$ cat src/hdl/hsv2rgb_pkg.sv
`timescale 1ns / 1ps

package hsv2rgb_pkg;

  localparam int HUE_W  = 16;
  localparam int LVL_W  = 9;
  localparam int FRAC_W = 25;
  localparam int COMP_W = 33;
  localparam int CHAN_W = 8;

  localparam logic [LVL_W-1:0]    LVL_ONE   = 9'd256;
  localparam logic [18:0]         HUE_SCALE = 19'd6;
  localparam logic [FRAC_W-1:0]   UNIT      = 25'h100_0000;
  localparam logic [HUE_W:0]      TURN      = 17'h1_0000;
  localparam logic [COMP_W+7:0]   CHAN_MAX  = 41'd255;

  typedef enum logic [2:0] {
    SEC_RY = 3'd0,
    SEC_YG = 3'd1,
    SEC_GC = 3'd2,
    SEC_CB = 3'd3,
    SEC_BM = 3'd4,
    SEC_MR = 3'd5
  } sector_t;

  typedef struct packed {
    logic                valid;
    sector_t             sector;
    logic [LVL_W-1:0]    sat;
    logic [LVL_W-1:0]    val;
    logic [FRAC_W-1:0]   fs;
    logic [FRAC_W-1:0]   gs;
  } prod_t;

  typedef struct packed {
    logic                valid;
    logic [COMP_W-1:0]   red;
    logic [COMP_W-1:0]   green;
    logic [COMP_W-1:0]   blue;
  } comp_t;

endpackage

$ cat src/hdl/hsv2rgb_front.sv
`timescale 1ns / 1ps

module hsv2rgb_front (
  input  logic                              clk,
  input  logic                              rst_n,
  input  logic                              in_valid,
  input  logic [hsv2rgb_pkg::HUE_W-1:0]     in_hue,
  input  logic [hsv2rgb_pkg::LVL_W-1:0]     in_saturation,
  input  logic [hsv2rgb_pkg::LVL_W-1:0]     in_brightness,
  output hsv2rgb_pkg::prod_t                prod
);
  import hsv2rgb_pkg::*;

  logic              s1_valid_r;
  sector_t           s1_sector_r;
  logic [HUE_W-1:0]  s1_frac_r;
  logic [LVL_W-1:0]  s1_sat_r;
  logic [LVL_W-1:0]  s1_val_r;

  logic [18:0]       hue6;
  logic [LVL_W-1:0]  sat_nxt;
  logic [LVL_W-1:0]  val_nxt;
  logic [HUE_W:0]    frac_rest;
  prod_t             prod_nxt;
  prod_t             prod_r;

  assign hue6    = 19'(in_hue) * HUE_SCALE;
  assign sat_nxt = (in_saturation > LVL_ONE) ? LVL_ONE : in_saturation;
  assign val_nxt = (in_brightness > LVL_ONE) ? LVL_ONE : in_brightness;

  always_ff @(posedge clk) begin
    if (!rst_n) begin
      s1_valid_r <= 1'b0;
    end else begin
      s1_valid_r <= in_valid;
    end
    s1_sector_r <= sector_t'(hue6[18:16]);
    s1_frac_r   <= hue6[HUE_W-1:0];
    s1_sat_r    <= sat_nxt;
    s1_val_r    <= val_nxt;
  end

  assign frac_rest = TURN - {1'b0, s1_frac_r};

  always_comb begin
    prod_nxt        = '0;
    prod_nxt.valid  = s1_valid_r;
    prod_nxt.sector = s1_sector_r;
    prod_nxt.sat    = s1_sat_r;
    prod_nxt.val    = s1_val_r;
    prod_nxt.fs     = FRAC_W'(s1_frac_r) * FRAC_W'(s1_sat_r);
    prod_nxt.gs     = FRAC_W'(frac_rest) * FRAC_W'(s1_sat_r);
  end

  always_ff @(posedge clk) begin
    if (!rst_n) begin
      prod_r.valid <= 1'b0;
    end else begin
      prod_r.valid <= prod_nxt.valid;
    end
    prod_r.sector <= prod_nxt.sector;
    prod_r.sat    <= prod_nxt.sat;
    prod_r.val    <= prod_nxt.val;
    prod_r.fs     <= prod_nxt.fs;
    prod_r.gs     <= prod_nxt.gs;
  end

  assign prod = prod_r;

endmodule

$ cat src/hdl/hsv2rgb_mix.sv
`timescale 1ns / 1ps

module hsv2rgb_mix (
  input  logic                clk,
  input  logic                rst_n,
  input  hsv2rgb_pkg::prod_t  prod,
  output hsv2rgb_pkg::comp_t  comp
);
  import hsv2rgb_pkg::*;

  logic [FRAC_W-1:0] mq;
  logic [FRAC_W-1:0] mt;
  logic [LVL_W-1:0]  sat_inv;
  logic [COMP_W-1:0] nv;
  logic [COMP_W-1:0] np;
  logic [COMP_W-1:0] nq;
  logic [COMP_W-1:0] nt;
  comp_t             comp_nxt;
  comp_t             comp_r;

  assign mq      = UNIT - prod.fs;
  assign mt      = UNIT - prod.gs;
  assign sat_inv = LVL_ONE - prod.sat;
  assign nv      = COMP_W'(prod.val) << 24;
  assign np      = (COMP_W'(prod.val) * COMP_W'(sat_inv)) << 16;
  assign nq      = COMP_W'(prod.val) * COMP_W'(mq);
  assign nt      = COMP_W'(prod.val) * COMP_W'(mt);

  always_comb begin
    comp_nxt       = '0;
    comp_nxt.valid = prod.valid;
    unique case (prod.sector)
      SEC_RY: begin
        comp_nxt.red = nv; comp_nxt.green = nt; comp_nxt.blue = np;
      end
      SEC_YG: begin
        comp_nxt.red = nq; comp_nxt.green = nv; comp_nxt.blue = np;
      end
      SEC_GC: begin
        comp_nxt.red = np; comp_nxt.green = nv; comp_nxt.blue = nt;
      end
      SEC_CB: begin
        comp_nxt.red = np; comp_nxt.green = nq; comp_nxt.blue = nv;
      end
      SEC_BM: begin
        comp_nxt.red = nt; comp_nxt.green = np; comp_nxt.blue = nv;
      end
      default: begin
        comp_nxt.red = nv; comp_nxt.green = np; comp_nxt.blue = nq;
      end
    endcase
  end

  always_ff @(posedge clk) begin
    if (!rst_n) begin
      comp_r.valid <= 1'b0;
    end else begin
      comp_r.valid <= comp_nxt.valid;
    end
    comp_r.red   <= comp_nxt.red;
    comp_r.green <= comp_nxt.green;
    comp_r.blue  <= comp_nxt.blue;
  end

  assign comp = comp_r;

endmodule

$ cat src/hdl/hsv2rgb_scale.sv
`timescale 1ns / 1ps

module hsv2rgb_scale (
  input  logic                              clk,
  input  logic                              rst_n,
  input  hsv2rgb_pkg::comp_t                comp,
  output logic                              out_valid,
  output logic [hsv2rgb_pkg::CHAN_W-1:0]    out_red,
  output logic [hsv2rgb_pkg::CHAN_W-1:0]    out_green,
  output logic [hsv2rgb_pkg::CHAN_W-1:0]    out_blue
);
  import hsv2rgb_pkg::*;

  logic [COMP_W+7:0] red_w;
  logic [COMP_W+7:0] green_w;
  logic [COMP_W+7:0] blue_w;
  logic              valid_r;
  logic [CHAN_W-1:0] red_r;
  logic [CHAN_W-1:0] green_r;
  logic [CHAN_W-1:0] blue_r;

  assign red_w   = (COMP_W+8)'(comp.red) * CHAN_MAX;
  assign green_w = (COMP_W+8)'(comp.green) * CHAN_MAX;
  assign blue_w  = (COMP_W+8)'(comp.blue) * CHAN_MAX;

  always_ff @(posedge clk) begin
    if (!rst_n) begin
      valid_r <= 1'b0;
    end else begin
      valid_r <= comp.valid;
    end
    red_r   <= red_w[39:32];
    green_r <= green_w[39:32];
    blue_r  <= blue_w[39:32];
  end

  assign out_valid = valid_r;
  assign out_red   = red_r;
  assign out_green = green_r;
  assign out_blue  = blue_r;

endmodule

$ cat src/hdl/hsv_to_rgb_pixel.sv
`timescale 1ns / 1ps

// channel   ports                                             transfer
// input     start, busy, in_hue, in_saturation, in_brightness  start && !busy
// result    out_valid, out_red, out_green, out_blue           out_valid, one cycle
//
// one pixel per clock; each result is registered at the end of every stage below
// stages: hue scale and clamp, fraction products, brightness multiply and sector
//   select, times-255 scaling
// busy stays low, a new pixel may start in every cycle
// synchronous reset clears the valid bits only; data registers are not reset

module hsv_to_rgb_pixel (
  input  logic                              clk,
  input  logic                              rst_n,
  input  logic                              start,
  output logic                              busy,
  input  logic [hsv2rgb_pkg::HUE_W-1:0]     in_hue,
  input  logic [hsv2rgb_pkg::LVL_W-1:0]     in_saturation,
  input  logic [hsv2rgb_pkg::LVL_W-1:0]     in_brightness,
  output logic                              out_valid,
  output logic [hsv2rgb_pkg::CHAN_W-1:0]    out_red,
  output logic [hsv2rgb_pkg::CHAN_W-1:0]    out_green,
  output logic [hsv2rgb_pkg::CHAN_W-1:0]    out_blue
);
  import hsv2rgb_pkg::*;

  logic  in_xfer;
  prod_t prod;
  comp_t comp;

  assign busy    = 1'b0;
  assign in_xfer = start && !busy;

  hsv2rgb_front u_front (
    .clk           (clk),
    .rst_n         (rst_n),
    .in_valid      (in_xfer),
    .in_hue        (in_hue),
    .in_saturation (in_saturation),
    .in_brightness (in_brightness),
    .prod          (prod)
  );

  hsv2rgb_mix u_mix (
    .clk   (clk),
    .rst_n (rst_n),
    .prod  (prod),
    .comp  (comp)
  );

  hsv2rgb_scale u_scale (
    .clk       (clk),
    .rst_n     (rst_n),
    .comp      (comp),
    .out_valid (out_valid),
    .out_red   (out_red),
    .out_green (out_green),
    .out_blue  (out_blue)
  );

endmodule
$ cat config.mk
export PLATFORM = sky130hd
export DESIGN_NAME = hsv_to_rgb_pixel
export DESIGN_NICKNAME = d
export VERILOG_FILES = /design/src/hdl/hsv2rgb_pkg.sv /design/src/hdl/hsv2rgb_front.sv /design/src/hdl/hsv2rgb_mix.sv /design/src/hdl/hsv2rgb_scale.sv /design/src/hdl/hsv_to_rgb_pixel.sv
export SDC_FILE = /design/constraint.sdc
export NUM_CORES = 2
export LEC_CHECK = 0
export BUFFER_PORTS_ARGS = -buffer_cell sky130_fd_sc_hd__buf_2
export CORE_MARGIN = 8
export CORE_UTILIZATION = 53
export DETAILED_ROUTE_END_ITERATION = 12
export GPL_TIMING_DRIVEN = 0
export PLACE_DENSITY = 0.69
export SYNTH_ARGS = -nofsm -noshare
export SYNTH_HDL_FRONTEND = slang
export SYNTH_SLANG_ARGS = --single-unit
$ cat constraint.sdc
create_clock -name clk -period 8.7 [get_ports clk]
set_clock_uncertainty 0.15 [all_clocks]
set_input_delay 0.87 -clock clk [delete_from_list [all_inputs] [get_ports clk]]
set_output_delay 0.87 -clock clk [all_outputs]
set_load 0.01 [all_outputs]
==> flow_summary.json <==
{
  "antenna_found_initial": 6,
  "grt_pass1_wl_mm": 196,
  "drtPass1Iterations": 5,
  "synth_cell_type_count": 78,
  "timing.fmax_mhz": 117,
  "cts_hold_buf": 0,
  "drc": 0,
  "synth_edf_count": 0,
  "n_antenna_cell": 0,
  "clk_pin_slew_ns": 0.06,
  "hold_violations": 0,
  "viasPerCell": 5.40,
  "clock-sinks": 228,
  "yosysWarnings": 0,
  "synth.avg_cell_area_um2": 9.25,
  "maxSlewViolCount": 0,
  "synthCells": 5083,
  "setup_viol_count_final": 0,
  "synth_ff_type": "dfxtp_1",
  "drt_wl_total_mm": 120,
  "wl_per_cell_um": 18.9,
  "grt_max_degree": 17,
  "tns_ns": 0,
  "routabilityCongestion": 1.03,
  "endpoint_kind": "flop",
  "netlist_area_mm2": 0.0470,
  "ys_seq_elements": 228,
  "num_vias": 34400,
  "criticalPathCategory": "reg2reg",
  "synthesis.nets": 6523,
  "seq_area_frac_synth_pct": 9.71,
  "clock_path_buffers": 3,
  "cts_root_buf": "clkbuf_16",
  "yosysTopAreaCell": "fa_1",
  "worstPathRequired_ns": 8.97,
  "io_pins": 63,
  "critPathMaxFanout": 10,
  "start_kind": "flop",
  "worst_pin_slew_ns": 1.11,
  "synth_area_leaders": "fa_1 (42%), ha_1 (11%), dfxtp_1 (9.7%)",
  "cts_tree": "yes",
  "die_y_um": 314,
  "layout_common_cells": "inv_1 (1179), fa_1 (995), nand2_1 (495)",
  "num-nets-final": 6615,
  "layout_min_cycle_time_ns": 8.51,
  "finalNonFillerCells": 6363,
  "hold_slack_ns": 0.172,
  "die_x_um": 314,
  "ant_nets": 0,
  "dp.cells": 6309,
  "layout_commonest_cell": "inv_1",
  "netlist.area_leader.share_pct": 42.4,
  "clkLatencyLatePin_ns": 0.64,
  "max_cap_viol_count": 0,
  "start_util_pct": 53.4,
  "grtUsageTotal_pct": 24.9,
  "grt_pass1_vias": 36700,
  "postCtsSetupBuffers": 0,
  "hpwl_mm": 104,
  "htree_levels": 1,
  "rows": 109,
  "r2r-start": "u_front.prod[1]",
  "finalCritPeriodShare_pct": 97.8,
  "overflow": 0,
  "hp-class": "reg2reg",
  "area_growth_syn_to_layout_pct": 6.31,
  "worstPathArrival_ns": 8.79,
  "drt_iter0_markers": 2185,
  "cts_buffers": 30,
  "drive_above_1_share_pct": 3.31,
  "numPortBuffers": 61,
  "max_slew_margin_pct": 25.3,
  "worstSetupStartpoint": "u_front.prod[1]",
  "status": "finished clean",
  "async_flop_share_pct": 0,
  "core_mm2": 0.0881,
  "die_area_mm2": 0.0985,
  "min_from": "u_front.s1_sector_r[1]"
}
-- path summary, 6_finish.rpt --
| kind | cells after the start | to | slack [ns] |
|---|---|---|---|
| worst max-delay path | 27 | u_mix.comp[61] | 0.19 |
| worst min-delay path | 0 | u_front.prod[69] | 0.17 |
| worst max register to register | 27 | u_mix.comp[61] | 0.19 |
| worst min register to register | 0 | u_front.prod[69] | 0.17 |
-- Yosys cell counts, types with 57 or more instances --
cell / number
nand2_1: 495
inv_1: 1179
dfxtp_1: 228
clkbuf_1: 142
a21o_1: 57
ha_1: 408
and2_1: 407
xnor2_1: 134
nor2_1: 156
nor3_1: 66
fa_1: 995
xor2_1: 69
a21oi_1: 130
o21ai_0: 96
-- worst max-delay path, stage by stage (launching register included) --
cell,delay (ns)
dfxtp_1,0.34
clkbuf_1,0.29
inv_1,0.29
ha_1,0.23
nand2_1,0.09
or2_2,0.32
or3_1,0.37
or4_1,0.55
nor3_1,0.31
xnor2_2,0.27
nand2_1,0.16
fa_1,0.57
inv_1,0.06
fa_1,0.48
fa_1,0.56
inv_1,0.06
fa_1,0.48
inv_1,0.05
ha_1,0.37
nor2_1,0.12
a211oi_1,0.07
and3_1,0.23
a211oi_4,0.39
o21ai_0,0.22
o21ai_2,0.29
xor2_1,0.25
o21a_1,0.24
o31ai_2,0.52
-- timing repair --
action,in CTS,in global routing
pin swaps,0,1
resized for setup,6,19
setup endpoints to repair,11,25
-- routing by layer --
layer	part of all wire [%]	wire (µm)	track usage [%]	vias up
met4	4.9	5940	10.6	6
met5	0.034	41	0	-
li1	-	-	-	15800
met3	6.1	7320	3.20	275
met1	41	49400	31.7	17300
met2	48	57700	42.7	1027
-- state kept, by name, indices dropped and copies added, names as in the netlist --
register	flops
u_front.prod	69
u_front.s1_frac_r	15
u_front.s1_sat_r	9
u_front.s1_sector_r	3
u_front.s1_val_r	9
u_front.s1_valid_r	1
u_mix.comp	97
u_scale.out_blue	8
u_scale.out_green	8
u_scale.out_red	8
u_scale.out_valid	1
-- stage by stage --
stage                     util (%)  cell area (µm²)  setup WS (ns)
after CTS                     56.6            49800        0.00666
after floorplan                  -            47000           1.68
after detailed placement      55.4            48800         -0.738
final                         56.7            50000          0.188
after global routing          56.7            50000       -0.00169
after global placement        55.4            48800         -0.722
-- cell families after synthesis --
kind of cell | synth area share (%)
adder cells (fa/ha/maj) | 53.2
buffers and inverters | 10.7
AND/OR/NAND/NOR | 14.1
AO/OA/AOI/OAI | 8.18
flip-flops | 9.71
XOR/XNOR | 3.78
multiplexers | 0.266
other | 0.00798
-- final cells by class --
cell class	count	area (µm²)
inverters	1179	4430
flip-flops and latches	228	4560
multi-input cells	3524	37600
clock inverters	20	243
clock buffers	35	811
fillers	7896	38100
well taps	1165	1460
repair buffers	61	305
plain buffers	151	583
Power is left out: the tool's default activity adds up to more than one toggle a clock period on the data nets, which glitch-free logic cannot reach.
